**config.mk**
```make
export PLATFORM = sky130hd
export DESIGN_NAME = analog_button_state_classifier_top
export DESIGN_NICKNAME = d
export VERILOG_FILES = /design/src/hw/rtl/abscl_pkg.sv /design/src/hw/rtl/analog_button_state_classifier_top.sv /design/src/hw/rtl/abscl_front.sv /design/src/hw/rtl/abscl_queue.sv /design/src/hw/rtl/abscl_back.sv
export SDC_FILE = /design/constraint.sdc
export NUM_CORES = 1
export LEC_CHECK = 0
export BUFFER_PORTS_ARGS = -buffer_cell sky130_fd_sc_hd__buf_2
export CAP_MARGIN = 20
export CORE_MARGIN = 1
export CORE_UTILIZATION = 57
export DETAILED_ROUTE_END_ITERATION = 10
export PLACE_DENSITY = 0.74
export SLEW_MARGIN = 0
export SYNTH_ARGS = -nofsm -noshare
export SYNTH_HDL_FRONTEND = slang
export SYNTH_SLANG_ARGS = --single-unit
export TNS_END_PERCENT = 100
```
**constraint.sdc**
```tcl
create_clock -name clk -period 3.9 [get_ports clk]
set_clock_uncertainty 0.05 [all_clocks]
set_input_delay 0.195 -clock clk [delete_from_list [all_inputs] [get_ports clk]]
set_output_delay 0.195 -clock clk [all_outputs]
set_load 0.02 [all_outputs]
```
**src/hw/rtl/abscl_pkg.sv**
```systemverilog
`timescale 1ns / 1ps
`default_nettype none

package abscl_pkg;

    // Defaults handed to the top-level parameters
    localparam int WINDOW_SAMPLES_DEF = 8;
    localparam int CHANNELS_DEF       = 4;

    // Fixed field widths
    localparam int SAMPLE_BITS  = 12;
    localparam int CHAN_BITS    = 2;
    localparam int CMD_BITS     = 2;
    localparam int STATE_BITS   = 2;
    localparam int STUCK_BITS   = 8;
    localparam int RMC_BITS     = 4;
    localparam int IN_DATA_W    = 16;
    localparam int IN_USER_W    = 2;
    localparam int OUT_DATA_W   = 8;
    localparam int CFG_ADDR_W   = 3;
    localparam int CFG_DATA_W   = 12;

    // Queue between front and back
    localparam int QUEUE_DEPTH  = 2;
    localparam int QPTR_W       = (QUEUE_DEPTH > 1) ? $clog2(QUEUE_DEPTH) : 1;
    localparam int QCNT_W       = $clog2(QUEUE_DEPTH + 1);

    // Register reset values
    localparam logic [11:0] FULL_SCALE_RST   = 12'd4095;
    localparam logic [11:0] HIGH_BAND_RST    = 12'd2457;
    localparam logic [11:0] LOW_BAND_RST     = 12'd1638;
    localparam logic [11:0] GROUND_RST       = 12'd446;
    localparam logic [7:0]  STUCK_LIMIT_RST  = 8'd20;
    localparam logic [3:0]  RELEASE_MIN_RST  = 4'd4;

    typedef enum logic [CFG_ADDR_W-1:0] {
        REG_ACTIVE_HIGH     = 3'd0,
        REG_LONG_PRESS_MODE = 3'd1,
        REG_FULL_SCALE      = 3'd2,
        REG_HIGH_BAND       = 3'd3,
        REG_LOW_BAND        = 3'd4,
        REG_GROUND          = 3'd5,
        REG_STUCK_LIMIT     = 3'd6,
        REG_RELEASE_MIN     = 3'd7
    } reg_idx_t;

    typedef enum logic [CMD_BITS-1:0] {
        CMD_SAMPLE  = 2'd0,
        CMD_ENABLE  = 2'd1,
        CMD_DISABLE = 2'd2
    } cmd_t;

    typedef enum logic [STATE_BITS-1:0] {
        BTN_NOT_PRESSED = 2'd0,
        BTN_PRESSED     = 2'd1,
        BTN_RELEASED    = 2'd2,
        BTN_STUCK       = 2'd3
    } btn_state_t;

    typedef struct packed {
        logic                   active_high;
        logic                   long_press_mode;
        logic [SAMPLE_BITS-1:0] full_scale;
        logic [SAMPLE_BITS-1:0] high_band_threshold;
        logic [SAMPLE_BITS-1:0] low_band_threshold;
        logic [SAMPLE_BITS-1:0] ground_threshold;
        logic [STUCK_BITS-1:0]  stuck_limit;
        logic [RMC_BITS-1:0]    release_min_count;
    } cfg_t;

    // One decoded item on its way to the back end
    typedef struct packed {
        cmd_t                   cmd;
        logic [CHAN_BITS-1:0]   channel;
        logic [SAMPLE_BITS-1:0] sample;
        logic                   pressed;
    } item_t;

    typedef struct packed {
        logic              empty;
        logic              full;
        logic [QCNT_W-1:0] count;
    } q_stat_t;

    typedef struct packed {
        logic busy;
        logic out_pending;
    } back_stat_t;

    function automatic logic in_high_band(input logic [SAMPLE_BITS-1:0] s, input cfg_t c);
        return (s <= c.full_scale) && (s > c.high_band_threshold);
    endfunction

    // Level that drives the stuck counter
    function automatic logic in_pressed_band(input logic [SAMPLE_BITS-1:0] s, input cfg_t c);
        if (c.active_high)
            return in_high_band(s, c);
        return (s < c.ground_threshold) && (s != '0);
    endfunction

    // Window judgement of one stored sample: bit 0 high, bit 1 low
    function automatic logic [1:0] window_class(input logic [SAMPLE_BITS-1:0] s, input cfg_t c);
        logic hi;
        logic lo;
        if (c.active_high) begin
            hi = in_high_band(s, c);
            lo = !hi && (s < c.low_band_threshold);
        end
        else begin
            hi = (s < c.ground_threshold);
            lo = !hi && in_high_band(s, c);
        end
        return {lo, hi};
    endfunction

endpackage

`default_nettype wire

```
**src/hw/rtl/analog_button_state_classifier_top.sv**
```systemverilog
// Channel  Dir  Width  Contents
// s_axis   in   16+2   tdata: channel[1:0], sample[13:2]; tuser: cmd[1:0]
// m_axis   out  8      tdata: out_channel[1:0], button_state[3:2]
// cfg      in   3+12   register index, write data; written when cfg_we is high
//
// The back end handles enable, disable, and samples that still fill the window while idle.
// A sample that triggers a judgement is stored, then each stored sample is read in turn
// on the single window memory read port, followed by a read drain step and a decide step.
// A 2-entry queue decouples input acceptance from the back end; the result register
// holds a finished beat until taken and stalls the decide step only while full.
// Reset clears all control and per-channel state; the window memory is not cleared.
`timescale 1ns / 1ps
`default_nettype none

module analog_button_state_classifier_top
    import abscl_pkg::*;
#(
    parameter int WINDOW_SAMPLES = WINDOW_SAMPLES_DEF,
    parameter int CHANNELS       = CHANNELS_DEF
) (
    input  wire logic                  clk,
    input  wire logic                  rst_n,
    input  wire logic                  s_axis_tvalid,
    output logic                       s_axis_tready,
    input  wire logic [IN_DATA_W-1:0]  s_axis_tdata,   // channel[1:0], sample[13:2]
    input  wire logic [IN_USER_W-1:0]  s_axis_tuser,   // cmd[1:0]
    output logic                       m_axis_tvalid,
    input  wire logic                  m_axis_tready,
    output logic [OUT_DATA_W-1:0]      m_axis_tdata,   // out_channel[1:0], button_state[3:2]
    input  wire logic                  cfg_we,
    input  wire logic [CFG_ADDR_W-1:0] cfg_addr,
    input  wire logic [CFG_DATA_W-1:0] cfg_wdata
);

    cfg_t       cfg_reg;
    q_stat_t    q_stat;
    back_stat_t b_stat;
    item_t      push_item;
    item_t      head_item;
    logic       q_push;
    logic       q_pop;

    // Configuration registers
    always_ff @(posedge clk or negedge rst_n)
    begin
        if (!rst_n) begin
            cfg_reg.active_high         <= 1'b0;
            cfg_reg.long_press_mode     <= 1'b0;
            cfg_reg.full_scale          <= FULL_SCALE_RST;
            cfg_reg.high_band_threshold <= HIGH_BAND_RST;
            cfg_reg.low_band_threshold  <= LOW_BAND_RST;
            cfg_reg.ground_threshold    <= GROUND_RST;
            cfg_reg.stuck_limit         <= STUCK_LIMIT_RST;
            cfg_reg.release_min_count   <= RELEASE_MIN_RST;
        end
        else if (cfg_we) begin
            unique case (reg_idx_t'(cfg_addr))
                REG_ACTIVE_HIGH:     cfg_reg.active_high         <= cfg_wdata[0];
                REG_LONG_PRESS_MODE: cfg_reg.long_press_mode     <= cfg_wdata[0];
                REG_FULL_SCALE:      cfg_reg.full_scale          <= cfg_wdata[SAMPLE_BITS-1:0];
                REG_HIGH_BAND:       cfg_reg.high_band_threshold <= cfg_wdata[SAMPLE_BITS-1:0];
                REG_LOW_BAND:        cfg_reg.low_band_threshold  <= cfg_wdata[SAMPLE_BITS-1:0];
                REG_GROUND:          cfg_reg.ground_threshold    <= cfg_wdata[SAMPLE_BITS-1:0];
                REG_STUCK_LIMIT:     cfg_reg.stuck_limit         <= cfg_wdata[STUCK_BITS-1:0];
                REG_RELEASE_MIN:     cfg_reg.release_min_count   <= cfg_wdata[RMC_BITS-1:0];
            endcase
        end
    end

    abscl_front #(
        .CHANNELS (CHANNELS)
    ) u_front (
        .s_axis_tvalid (s_axis_tvalid),
        .s_axis_tready (s_axis_tready),
        .s_axis_tdata  (s_axis_tdata),
        .s_axis_tuser  (s_axis_tuser),
        .cfg           (cfg_reg),
        .q_stat        (q_stat),
        .push          (q_push),
        .push_item     (push_item)
    );

    abscl_queue u_queue (
        .clk       (clk),
        .rst_n     (rst_n),
        .push      (q_push),
        .push_item (push_item),
        .pop       (q_pop),
        .head_item (head_item),
        .stat      (q_stat)
    );

    abscl_back #(
        .WINDOW_SAMPLES (WINDOW_SAMPLES),
        .CHANNELS       (CHANNELS)
    ) u_back (
        .clk           (clk),
        .rst_n         (rst_n),
        .cfg           (cfg_reg),
        .q_stat        (q_stat),
        .item          (head_item),
        .pop           (q_pop),
        .stat          (b_stat),
        .m_axis_tvalid (m_axis_tvalid),
        .m_axis_tready (m_axis_tready),
        .m_axis_tdata  (m_axis_tdata)
    );

    // Queue level stays within its depth
    assert property (@(posedge clk) disable iff (!rst_n)
        q_stat.count <= QCNT_W'(QUEUE_DEPTH))
        else $error("queue count above depth");

    // Front never pushes into a full queue
    assert property (@(posedge clk) disable iff (!rst_n)
        q_push |-> !q_stat.full)
        else $error("push while queue full");

    // Back never pops an empty queue
    assert property (@(posedge clk) disable iff (!rst_n)
        q_pop |-> !q_stat.empty)
        else $error("pop while queue empty");

    // A new result only comes out of a judgement in progress
    assert property (@(posedge clk) disable iff (!rst_n)
        $rose(m_axis_tvalid) |-> $past(b_stat.busy))
        else $error("result without judgement");

endmodule

`default_nettype wire

```
**src/hw/rtl/abscl_front.sv**
```systemverilog
`timescale 1ns / 1ps
`default_nettype none

module abscl_front
    import abscl_pkg::*;
#(
    parameter int CHANNELS = CHANNELS_DEF
) (
    input  wire logic                 s_axis_tvalid,
    output logic                      s_axis_tready,
    input  wire logic [IN_DATA_W-1:0] s_axis_tdata,   // channel[1:0], sample[13:2]
    input  wire logic [IN_USER_W-1:0] s_axis_tuser,   // cmd[1:0]
    input  wire cfg_t                 cfg,
    input  wire q_stat_t              q_stat,
    output logic                      push,
    output item_t                     push_item
);

    logic                   keep;
    logic [CHAN_BITS-1:0]   channel;
    logic [SAMPLE_BITS-1:0] sample;
    cmd_t                   cmd;

    assign channel = s_axis_tdata[CHAN_BITS-1:0];
    assign sample  = s_axis_tdata[CHAN_BITS +: SAMPLE_BITS];
    assign cmd     = cmd_t'(s_axis_tuser[CMD_BITS-1:0]);

    // Drop unused command codes and channels beyond the configured count
    always_comb
    begin
        unique case (cmd)
            CMD_SAMPLE, CMD_ENABLE, CMD_DISABLE: keep = (int'(channel) < CHANNELS);
            default:                             keep = 1'b0;
        endcase
    end

    // Band check for the stuck counter is done here, ahead of the queue
    assign push_item.cmd     = cmd;
    assign push_item.channel = channel;
    assign push_item.sample  = sample;
    assign push_item.pressed = in_pressed_band(sample, cfg);

    assign s_axis_tready = !q_stat.full;
    assign push          = s_axis_tvalid && !q_stat.full && keep;

endmodule

`default_nettype wire

```
**src/hw/rtl/abscl_queue.sv**
```systemverilog
`timescale 1ns / 1ps
`default_nettype none

module abscl_queue
    import abscl_pkg::*;
(
    input  wire logic  clk,
    input  wire logic  rst_n,
    input  wire logic  push,
    input  wire item_t push_item,
    input  wire logic  pop,
    output item_t      head_item,
    output q_stat_t    stat
);

    localparam logic [QPTR_W-1:0] LAST_PTR = QPTR_W'(QUEUE_DEPTH - 1);
    localparam logic [QCNT_W-1:0] DEPTH_CNT = QCNT_W'(QUEUE_DEPTH);

    item_t             entry_reg [QUEUE_DEPTH];
    logic [QPTR_W-1:0] wr_ptr_reg;
    logic [QPTR_W-1:0] rd_ptr_reg;
    logic [QCNT_W-1:0] count_reg;

    // Storage, no reset needed
    always_ff @(posedge clk)
    begin
        if (push)
            entry_reg[wr_ptr_reg] <= push_item;
    end

    // Pointers and fill level
    always_ff @(posedge clk or negedge rst_n)
    begin
        if (!rst_n) begin
            wr_ptr_reg <= '0;
            rd_ptr_reg <= '0;
            count_reg  <= '0;
        end
        else begin
            if (push)
                wr_ptr_reg <= (wr_ptr_reg == LAST_PTR) ? '0 : wr_ptr_reg + 1'b1;
            if (pop)
                rd_ptr_reg <= (rd_ptr_reg == LAST_PTR) ? '0 : rd_ptr_reg + 1'b1;
            if (push && !pop)
                count_reg <= count_reg + 1'b1;
            else if (pop && !push)
                count_reg <= count_reg - 1'b1;
        end
    end

    assign head_item   = entry_reg[rd_ptr_reg];
    assign stat.empty  = (count_reg == '0);
    assign stat.full   = (count_reg == DEPTH_CNT);
    assign stat.count  = count_reg;

endmodule

`default_nettype wire

```
**src/hw/rtl/abscl_back.sv**
```systemverilog
`timescale 1ns / 1ps
`default_nettype none

module abscl_back
    import abscl_pkg::*;
#(
    parameter int WINDOW_SAMPLES = WINDOW_SAMPLES_DEF,
    parameter int CHANNELS       = CHANNELS_DEF
) (
    input  wire logic                  clk,
    input  wire logic                  rst_n,
    input  wire cfg_t                  cfg,
    input  wire q_stat_t               q_stat,
    input  wire item_t                 item,
    output logic                       pop,
    output back_stat_t                 stat,
    output logic                       m_axis_tvalid,
    input  wire logic                  m_axis_tready,
    output logic [OUT_DATA_W-1:0]      m_axis_tdata   // out_channel[1:0], button_state[3:2]
);

    localparam int CH_W  = (CHANNELS > 1) ? $clog2(CHANNELS) : 1;
    localparam int IDX_W = $clog2(WINDOW_SAMPLES);
    localparam int CNT_W = $clog2(WINDOW_SAMPLES + 1);
    localparam logic [IDX_W-1:0]      LAST_IDX = IDX_W'(WINDOW_SAMPLES - 1);
    localparam logic [CNT_W-1:0]      FULL_CNT = CNT_W'(WINDOW_SAMPLES);
    localparam logic [STUCK_BITS:0]   W_ONE    = (STUCK_BITS + 1)'(WINDOW_SAMPLES);
    localparam logic [STUCK_BITS:0]   W_TWO    = (STUCK_BITS + 1)'(2 * WINDOW_SAMPLES);
    localparam logic [STUCK_BITS-1:0] STUCK_MAX = '1;

    typedef enum logic [3:0] {
        S_IDLE   = 4'b0001,
        S_SCAN   = 4'b0010,
        S_DRAIN  = 4'b0100,
        S_DECIDE = 4'b1000
    } fsm_t;

    fsm_t                   state_reg;
    fsm_t                   state_next;
    logic [CH_W-1:0]        ch_reg;
    logic [IDX_W-1:0]       idx_reg;
    logic [CNT_W-1:0]       hi_reg;
    logic [CNT_W-1:0]       lo_reg;
    logic                   rd_vld_reg;
    logic [SAMPLE_BITS-1:0] rd_data_reg;
    logic                   out_valid_reg;
    logic [OUT_DATA_W-1:0]  out_data_reg;

    // Per-channel state
    logic                   en_reg    [CHANNELS];
    logic [IDX_W-1:0]       fill_reg  [CHANNELS];
    logic [IDX_W-1:0]       wp_reg    [CHANNELS];
    logic [STUCK_BITS-1:0]  stuck_reg [CHANNELS];
    logic                   last_reg  [CHANNELS];

    // Sample window memory
    logic [SAMPLE_BITS-1:0] window_mem [CHANNELS][WINDOW_SAMPLES];

    logic [CH_W-1:0]        sel_ch;
    logic                   cur_en;
    logic [IDX_W-1:0]       cur_fill;
    logic [IDX_W-1:0]       cur_wp;
    logic [STUCK_BITS-1:0]  cur_stuck;
    logic                   cur_last;
    logic                   wr_sample;
    logic                   judge_start;
    logic                   out_free;
    logic                   load_out;
    logic [1:0]             cls;
    logic [STUCK_BITS-1:0]  lim;
    logic                   full;
    logic                   release_ok;
    btn_state_t             result;
    logic                   last_next;
    logic                   clr_stuck;

    // Per-channel state is read at one place: the head item, or the channel being judged
    assign sel_ch    = (state_reg == S_IDLE) ? CH_W'(item.channel) : ch_reg;
    assign cur_en    = en_reg[sel_ch];
    assign cur_fill  = fill_reg[sel_ch];
    assign cur_wp    = wp_reg[sel_ch];
    assign cur_stuck = stuck_reg[sel_ch];
    assign cur_last  = last_reg[sel_ch];

    assign pop         = (state_reg == S_IDLE) && !q_stat.empty;
    assign wr_sample   = pop && (item.cmd == CMD_SAMPLE) && cur_en;
    assign judge_start = wr_sample && (cur_fill == LAST_IDX);
    assign out_free    = !out_valid_reg || m_axis_tready;
    assign load_out    = (state_reg == S_DECIDE) && out_free;

    // Sequencer
    always_comb
    begin
        state_next = state_reg;
        unique case (state_reg)
            S_IDLE:   if (judge_start) state_next = S_SCAN;
            S_SCAN:   if (idx_reg == LAST_IDX) state_next = S_DRAIN;
            S_DRAIN:  state_next = S_DECIDE;
            S_DECIDE: if (out_free) state_next = S_IDLE;
            default:  state_next = S_IDLE;
        endcase
    end

    // Window memory: write on sample, read one entry a cycle during the scan
    always_ff @(posedge clk)
    begin
        if (wr_sample)
            window_mem[sel_ch][cur_wp] <= item.sample;
        rd_data_reg <= window_mem[ch_reg][idx_reg];
    end

    assign cls = window_class(rd_data_reg, cfg);

    // Rules on the counted window
    assign lim        = cfg.stuck_limit - 1'b1;
    assign full       = (hi_reg == FULL_CNT);
    assign release_ok = (8'(lo_reg) > 8'(cfg.release_min_count)) && cur_last;

    always_comb
    begin
        result    = BTN_NOT_PRESSED;
        last_next = 1'b0;
        clr_stuck = 1'b0;
        if (!cfg.long_press_mode && full && (cur_stuck != lim)) begin
            result    = BTN_PRESSED;
            last_next = 1'b1;
        end
        else if (cfg.long_press_mode && full && ({1'b0, cur_stuck} == W_ONE)
                 && (cur_stuck < lim)) begin
            result = BTN_NOT_PRESSED;
        end
        else if (cfg.long_press_mode && full && ({1'b0, cur_stuck} >= W_TWO)
                 && (cur_stuck < lim)) begin
            result    = BTN_PRESSED;
            last_next = 1'b1;
        end
        else if (release_ok) begin
            result = BTN_RELEASED;
        end
        else if (full && (cur_stuck == lim)) begin
            result    = BTN_STUCK;
            clr_stuck = 1'b1;
        end
    end

    // Control and counters
    always_ff @(posedge clk or negedge rst_n)
    begin
        if (!rst_n) begin
            state_reg     <= S_IDLE;
            ch_reg        <= '0;
            idx_reg       <= '0;
            hi_reg        <= '0;
            lo_reg        <= '0;
            rd_vld_reg    <= 1'b0;
            out_valid_reg <= 1'b0;
        end
        else begin
            state_reg  <= state_next;
            rd_vld_reg <= (state_reg == S_SCAN);
            if (judge_start) begin
                ch_reg  <= sel_ch;
                idx_reg <= '0;
                hi_reg  <= '0;
                lo_reg  <= '0;
            end
            else begin
                if (state_reg == S_SCAN)
                    idx_reg <= idx_reg + 1'b1;
                if (rd_vld_reg) begin
                    hi_reg <= hi_reg + CNT_W'(cls[0]);
                    lo_reg <= lo_reg + CNT_W'(cls[1]);
                end
            end
            if (load_out)
                out_valid_reg <= 1'b1;
            else if (m_axis_tready)
                out_valid_reg <= 1'b0;
        end
    end

    // Result register
    always_ff @(posedge clk)
    begin
        if (load_out)
            out_data_reg <= {{(OUT_DATA_W - STATE_BITS - CHAN_BITS){1'b0}}, result,
                             CHAN_BITS'(ch_reg)};
    end

    // Per-channel state update
    always_ff @(posedge clk or negedge rst_n)
    begin
        if (!rst_n) begin
            for (int i = 0; i < CHANNELS; i++) begin
                en_reg[i]    <= 1'b0;
                fill_reg[i]  <= '0;
                wp_reg[i]    <= '0;
                stuck_reg[i] <= '0;
                last_reg[i]  <= 1'b0;
            end
        end
        else begin
            if (pop) begin
                case (item.cmd)
                    CMD_ENABLE:  en_reg[sel_ch] <= 1'b1;
                    CMD_DISABLE:
                    begin
                        en_reg[sel_ch]   <= 1'b0;
                        fill_reg[sel_ch] <= '0;
                    end
                    default:
                    begin
                        if (wr_sample) begin
                            if (!item.pressed)
                                stuck_reg[sel_ch] <= '0;
                            else if (cur_stuck != STUCK_MAX)
                                stuck_reg[sel_ch] <= cur_stuck + 1'b1;
                            wp_reg[sel_ch] <= (cur_wp == LAST_IDX) ? '0 : cur_wp + 1'b1;
                            if (cur_fill != LAST_IDX)
                                fill_reg[sel_ch] <= cur_fill + 1'b1;
                        end
                    end
                endcase
            end
            if (load_out) begin
                last_reg[sel_ch] <= last_next;
                if (clr_stuck)
                    stuck_reg[sel_ch] <= '0;
            end
        end
    end

    assign m_axis_tvalid    = out_valid_reg;
    assign m_axis_tdata     = out_data_reg;
    assign stat.busy        = (state_reg != S_IDLE);
    assign stat.out_pending = out_valid_reg;

endmodule

`default_nettype wire

```
==> impl_metrics.yaml, run 1 <==
grt:
  gr-usage-met2: 0.410
  top_usage_layer: "met2"
  antenna_found_initial: 0
  use_met1: 0.361
  grt_pass1_wl_um: 88200
  grt_max_degree: 98
  overflow: 0
  first_global_vias: 14900
  use_met3: 0.0346
  grt_usage: 0.254
logic_synthesis:
  syn_avg_cell_area_um2: 16.6
  synth_area_leader_cell: "edfxtp_1"
  async_flop_share: 0.256
  synth_cells: 1550
  synth-edff-count: 422
  ys_seq_area_frac: 0.649
  ys_ff_latch: 583
  ys_types: 80
  synth_top_area_frac: 0.493
  synth_flop_cell: "edfxtp_1"
  synth_area_leaders: "edfxtp_1, dfrtp_1, mux4_2"
  syn_area_um2: 25700
  yosys_warnings: 0
cts:
  clkLatencyLatePin_ns: 0.63
  cts_tree: "built"
  cts_made_buffers: 58
  clock_path_buffers: 3
  clock-sinks: 583
  cts_root_buf: "clkbuf_16"
  htreeDepth: 2
  clk_pin_slew_worst_paths_ns: 0.06
power_and_ir_drop:
  leakagePower_nw: 10.7
  cellPowerDensity_nw_per_um2: 609
  max-vdd-ir-drop_v: 0.000364
placement:
  gp_congestion: 0.877
  dp_hpwl_um: 36000
  dp.cells: 2194
  port-buffer-count: 41
  place_ws_ns: 0.0847
drt:
  ant_nets: 0
  first_iter_violations: 1461
  drt_pass1_iterations: 7
  wl_um: 56800
  viasPerCell: 6.19
  avgRoutedWirePerCell_um: 24.2
  drc: 0
  vias: 14500
timing:
  hold_violations: 0
  slew_headroom: 0.328
  finalCriticalPeriod_ns: 3.75
  layout_setup_ws_ns: 0.148
  fmax_ghz: 0.267
  fin_crit_sh: 0.962
  setup_violations: 0
  tightest_slew_ns: 0.997
  tns_ns: 0
  finalMaxSlewViolations: 0
floorplanning:
  core-area_um2: 44300
  die_width_um: 214
  design.die.area_um2: 45900
  start_util: 0.580
  fp.dieH_um: 214
  num_rows: 77
  pin_count: 48
layout:
  fin_nets: 1848
  n_antenna_cell: 0
  largest_register_ffs: 384
  final_cells: 2345
  final_util: 0.661
  syn_to_final_growth_pct: 13.9
  drive_gt1_frac: 0.273
setup_path:
  crit_required_ns: 4.35
  end_kind: "flip-flop"
  cp_max_fo: 7
  cp-start-kind: "flip-flop"
  crit_type: "reg2reg"
  critPathArrivalTime_ns: 4.20
flow_run:
  drv_cap: 0
status:
  outcome: "finished, final reports clean"
worst_hold_path:
  min_path_type: "in2reg"
timing repair:
item,in CTS,in global routing
hold buffers,32,3
endpoints found under the setup margin,0,28
buffers inserted,0,6
endpoints found under the hold margin,170,2
gates resized for setup,0,2
routing by layer:
layer,vias to the layer above,share of wire
li1,6360,-
met1,7466,0.42
met2,564,0.49
met3,116,0.064
met4,0,0.028
met5,-,0
per-stage QoR:
| step | cell area, um2 | power [W] | hold slack, ns |
|---|---|---|---|
| 4_1_cts | 29200 | 0.0179 | 0.00558 |
| 2_1_floorplan | 25700 | 0.0109 | -0.151 |
| 3_5_place_dp | 27000 | 0.0123 | 0.219 |
| 3_3_place_gp | 27000 | 0.0121 | 0.211 |
| 5_1_grt | 29300 | 0.0186 | 0.0321 |
| 6_report | 29300 | 0.0178 | 0.0473 |
worst max-delay path, stage by stage (launching register included):
cell     delay (ns)
dfstp_2        0.54
nor4b_4        0.29
buf_4          0.23
mux2i_4        0.40
mux4_1         0.43
ha_1           0.34
and4_1         0.21
and2_4         0.16
nand2_2        0.08
nor4_2         0.33
and2b_1        0.23
a21oi_2        0.09
a32o_1         0.25
synthesized netlist by cell type, types with 4 or more instances:
| library cell | n |
|---|---|
| dfrtp_1 | 114 |
| mux2_2 | 87 |
| nor3_2 | 4 |
| nor4_1 | 5 |
| xor2_1 | 11 |
| buf_1 | 9 |
| a22o_1 | 10 |
| dfstp_2 | 35 |
| xnor2_1 | 11 |
| mux2i_1 | 13 |
| ha_1 | 106 |
| o31ai_1 | 6 |
| nor2b_1 | 21 |
| nand3_1 | 12 |
| a21o_1 | 17 |
| o21ai_0 | 60 |
| nand2b_1 | 14 |
| nand2_1 | 77 |
| nor3_1 | 13 |
| clkbuf_1 | 40 |
| a22oi_1 | 10 |
| edfxtp_1 | 422 |
| buf_4 | 4 |
| nor2_1 | 98 |
| inv_1 | 61 |
| mux4_1 | 11 |
| or3_1 | 5 |
| nand4_1 | 19 |
| a211oi_1 | 4 |
| o21a_1 | 6 |
| mux4_2 | 124 |
| a21boi_0 | 6 |
| a21oi_1 | 30 |
| dfxtp_1 | 12 |
final cells by class:
class	instances	area (um2)
clock buffers	77	1580
clock inverters	32	328
fillers	2951	15000
inverters	61	229
multi-input cells	853	8580
flip-flops and latches	583	16700
well taps	592	741
repair buffers	147	1130
worst paths after layout:
kind / to / startpoint / slack [ns] / cells past startpoint
worst min register to register: u_back.stuck_reg[29]$_DFF_PN0_ / u_back.stuck_reg[29]$_DFF_PN0_ / 0.44 / 1
worst max-delay path: u_back.stuck_reg[13]$_DFF_PN0_ / u_back.state_reg[0]$_DFFE_PN1P_ / 0.15 / 12
worst max register to register: u_back.stuck_reg[13]$_DFF_PN0_ / u_back.state_reg[0]$_DFFE_PN1P_ / 0.15 / 12
worst min-delay path: cfg_reg[24]$_DFFE_PN0P_ / cfg_addr[0] / 0.05 / 3
min in group asynchronous: u_back.stuck_reg[30]$_DFF_PN0_ / rst_n / 0.11 / 2
max in group asynchronous: u_back.fill_reg[1]$_DFFE_PN0P_ / rst_n / 2.67 / 3
placed cells by master, fill, tap and decap left out, drive strengths merged, types with 4 or more instances in the layout:
| master | count |
|---|---|
| nand2b | 14 |
| edfxtp | 422 |
| a21boi | 6 |
| xnor2 | 12 |
| mux2 | 90 |
| dfstp | 35 |
| and2 | 4 |
| xor2 | 11 |
| nor2 | 99 |
| conb | 4 |
| a22o | 10 |
| a211oi | 6 |
| mux2i | 15 |
| nor2b | 21 |
| a21o | 17 |
| o21ai | 62 |
| buf | 112 |
| dlygate4sd3 | 35 |
| bufinv | 5 |
| dfxtp | 12 |
| clkinv | 25 |
| or3 | 5 |
| a21oi | 31 |
| ha | 106 |
| mux4 | 135 |
| clkbuf | 77 |
| inv | 61 |
| a22oi | 10 |
| nor3 | 18 |
| nand3 | 14 |
| nor4b | 4 |
| o31ai | 6 |
| nor4 | 8 |
| nand4 | 19 |
| o21a | 6 |
| dfrtp | 114 |
| nand2 | 77 |
logic make-up after synthesis:
kind of cell / after synthesis / synth area share
DFF: 583 / 0.649
other: 1 / 0.000146
and+or+nand+nor: 303 / 0.0610
adders and majority gates: 106 / 0.0516
muxes: 240 / 0.166
AOI/OAI and AO/OA: 177 / 0.0453
xor gates and xnor gates: 23 / 0.00813
buffers and inverters: 117 / 0.0183
power breakdown:
| group | leakage [nW] | switching, W | internal (W) |
|---|---|---|---|
| Sequential | 5.70 | 0.000329 | 0.00776 |
| Combinational | 4.07 | 0.00261 | 0.00160 |
| Clock | 0.926 | 0.00235 | 0.00319 |
| Total | 10.7 | 0.00529 | 0.0126 |
Note: power is estimated with default switching activity, not from simulation.
==> inputs of run 2 (changes only) <==
--- a/config.mk
+++ b/config.mk
@@ -6,7 +6,6 @@
 export NUM_CORES = 1
 export LEC_CHECK = 0
 export BUFFER_PORTS_ARGS = -buffer_cell sky130_fd_sc_hd__buf_2
-export CAP_MARGIN = 20
 export CORE_MARGIN = 1
 export CORE_UTILIZATION = 57
 export DETAILED_ROUTE_END_ITERATION = 10
@@ -14,5 +13,5 @@
 export SLEW_MARGIN = 0
 export SYNTH_ARGS = -nofsm -noshare
 export SYNTH_HDL_FRONTEND = slang
+export SYNTH_HIERARCHICAL = 1
 export SYNTH_SLANG_ARGS = --single-unit
-export TNS_END_PERCENT = 100
==> run 2 against run 1 <==
Effect of this change: sequential cell count is the same; final cell count grew 1.6%; combinational power grew 70%; synthesized cell count grew 3.7%; power grew 17%; largest power group unchanged.
==> impl_metrics.yaml, run 2 <==
floorplanning:
  design.die.area_um2: 46600
  num_rows: 77
  pin_count: 48
  core-area_um2: 44700
  start_util: 0.583
  die_width_um: 216
  fp.dieH_um: 216
layout:
  final_cell_mix: "edfxtp_1, mux4_2, dfrtp_1"
  final_cells: 2383
  final_cell_area_um2: 29300
  fin_nets: 1888
  syn_to_final_growth_pct: 12.5
  largest_register_ffs: 384
  layout_commonest_cell: "edfxtp_1"
  regArea_um2: 16700
  n_fill_cell: 3064
  n_antenna_cell: 0
  multiInputGateArea_um2: 8640
  final_util: 0.656
  drive_gt1_frac: 0.277
placement:
  dp_hpwl_um: 37400
  placed_area_um2: 27100
  place_ws_ns: 0.0538
  gp_congestion: 0.862
  dp.cells: 2237
  port-buffer-count: 41
grt:
  antenna_found_initial: 1
  grt_pass1_wl_um: 88700
  grt_usage: 0.252
  first_global_vias: 15000
  overflow: 0
  grt_max_degree: 98
logic_synthesis:
  syn_area_um2: 26100
  syn_avg_cell_area_um2: 16.2
  yosys_warnings: 6
  synth_cells: 1607
setup_path:
  cp-start-kind: "flip-flop"
  crit_slowest_cell: "dfstp_2"
  cp_max_fo: 6
  end_kind: "flip-flop"
  cp_cell_sequence: "nor4b_4 -> inv_4 -> mux2_4 -> mux4_2 -> ha_1 -> and4_1 -> and2_4 -> nand2_1 -> or2_2 -> inv_1 -> nand4_1 -> nor2_1 -> nor2_1"
  critPathArrivalTime_ns: 4.23
  critPathTopFamily: "simple AND/OR/NAND/NOR gates"
  crit_required_ns: 4.33
  path_buf_inv: 2
  critPathMostFrequentCell: "nor2_1"
  crit_type: "reg2reg"
  critical-path-max-stage-delay_ns: 0.53
timing:
  finalCriticalPeriod_ns: 3.80
  tightest_slew_ns: 1.18
  layout_setup_ws_ns: 0.101
  finalMaxSlewViolations: 0
  rsz0062_at_grt: "true"
  slew_headroom: 0.214
  hold_violations: 0
  setup_violations: 0
  fmax_ghz: 0.263
  tns_ns: 0
  fin_crit_sh: 0.974
cts:
  clock-sinks: 583
  cts_tree: "built"
  cts_made_buffers: 57
  htreeDepth: 2
  cts_root_buf: "clkbuf_16"
  clk_pin_slew_worst_paths_ns: 0.06
  clkLatencyLatePin_ns: 0.61
  clock_path_buffers: 3
worst_hold_path:
  min_path_type: "in2reg"
status:
  outcome: "finished, final reports clean"
drt:
  drc: 0
  ant_nets: 0
  avgRoutedWirePerCell_um: 23.9
  drt_pass1_iterations: 5
  wl_um: 56900
  viasPerCell: 6.14
  vias: 14600
  first_iter_violations: 1354
flow_run:
  drv_cap: 0
power_and_ir_drop:
  leakagePower_nw: 10.9
  max-vdd-ir-drop_v: 0.000588
  cellPowerDensity_nw_per_um2: 711
## run 2: per-stage QoR
| stage | hold slack (ns) | total power (W) |
|---|---|---|
| after detailed placement | 0.271 | 0.0155 |
| after global routing | 0.106 | 0.0219 |
| after global placement | 0.249 | 0.0153 |
| final | 0.0918 | 0.0209 |
| after CTS | 0.0590 | 0.0209 |
| after floorplan | -0.151 | 0.0132 |
## run 2: report_power, final
part           internal [W]  switching (W)  leakage [nW]
clock               0.00302        0.00230         0.867
combinational       0.00305        0.00413          4.30
sequential          0.00787       0.000483          5.69
## run 2: worst paths after layout
path                                                 startpoint                        endpoint  depth (start not counted)  slack (ns)
worst max-delay path            u_back/state_reg[0]$_DFFE_PN1P_   u_back/stuck_reg[1]$_DFF_PN0_                         13        0.10
worst min-delay path                                     cfg_we         cfg_reg[61]$_DFFE_PN0P_                          3        0.09
worst max register to register  u_back/state_reg[0]$_DFFE_PN1P_   u_back/stuck_reg[1]$_DFF_PN0_                         13        0.10
worst min register to register     u_back/wp_reg[8]$_DFFE_PN0P_    u_back/wp_reg[8]$_DFFE_PN0P_                          2        0.42
max in group asynchronous                                 rst_n         cfg_reg[58]$_DFFE_PN1P_                          3        2.60
min in group asynchronous                                 rst_n  u_back/stuck_reg[28]$_DFF_PN0_                          2        0.15
## run 2: layout make-up
type	instances	area share
Multi-Input combinational cell	853	0.294
Tap cell	592	0.0253
Sequential cell	583	0.569
Timing Repair Buffer	145	0.0372
Inverter	103	0.0133
Clock buffer	69	0.0505
Clock inverter	38	0.0103
## run 2: layer usage
layer | vias up | wire [um] | global-route usage
met1 | 7580 | 24800 | 0.362
met5 | - | 13 | 0
met3 | 86 | 3060 | 0.0355
met2 | 470 | 27500 | 0.402
met4 | 2 | 1560 | 0.0818
li1 | 6491 | - | -
## run 2: what timing repair did
action,4_1_cts,5_1_grt
endpoints found under the hold margin,180,0
hold buffers,34,0
buffers inserted,0,5
resized for setup,0,6
setup endpoints to repair,0,35
## run 2: tightest hold or removal path: stages
cell	delay, ns
buf_2	0.15
nor4b_1	0.16
mux2_2	0.21
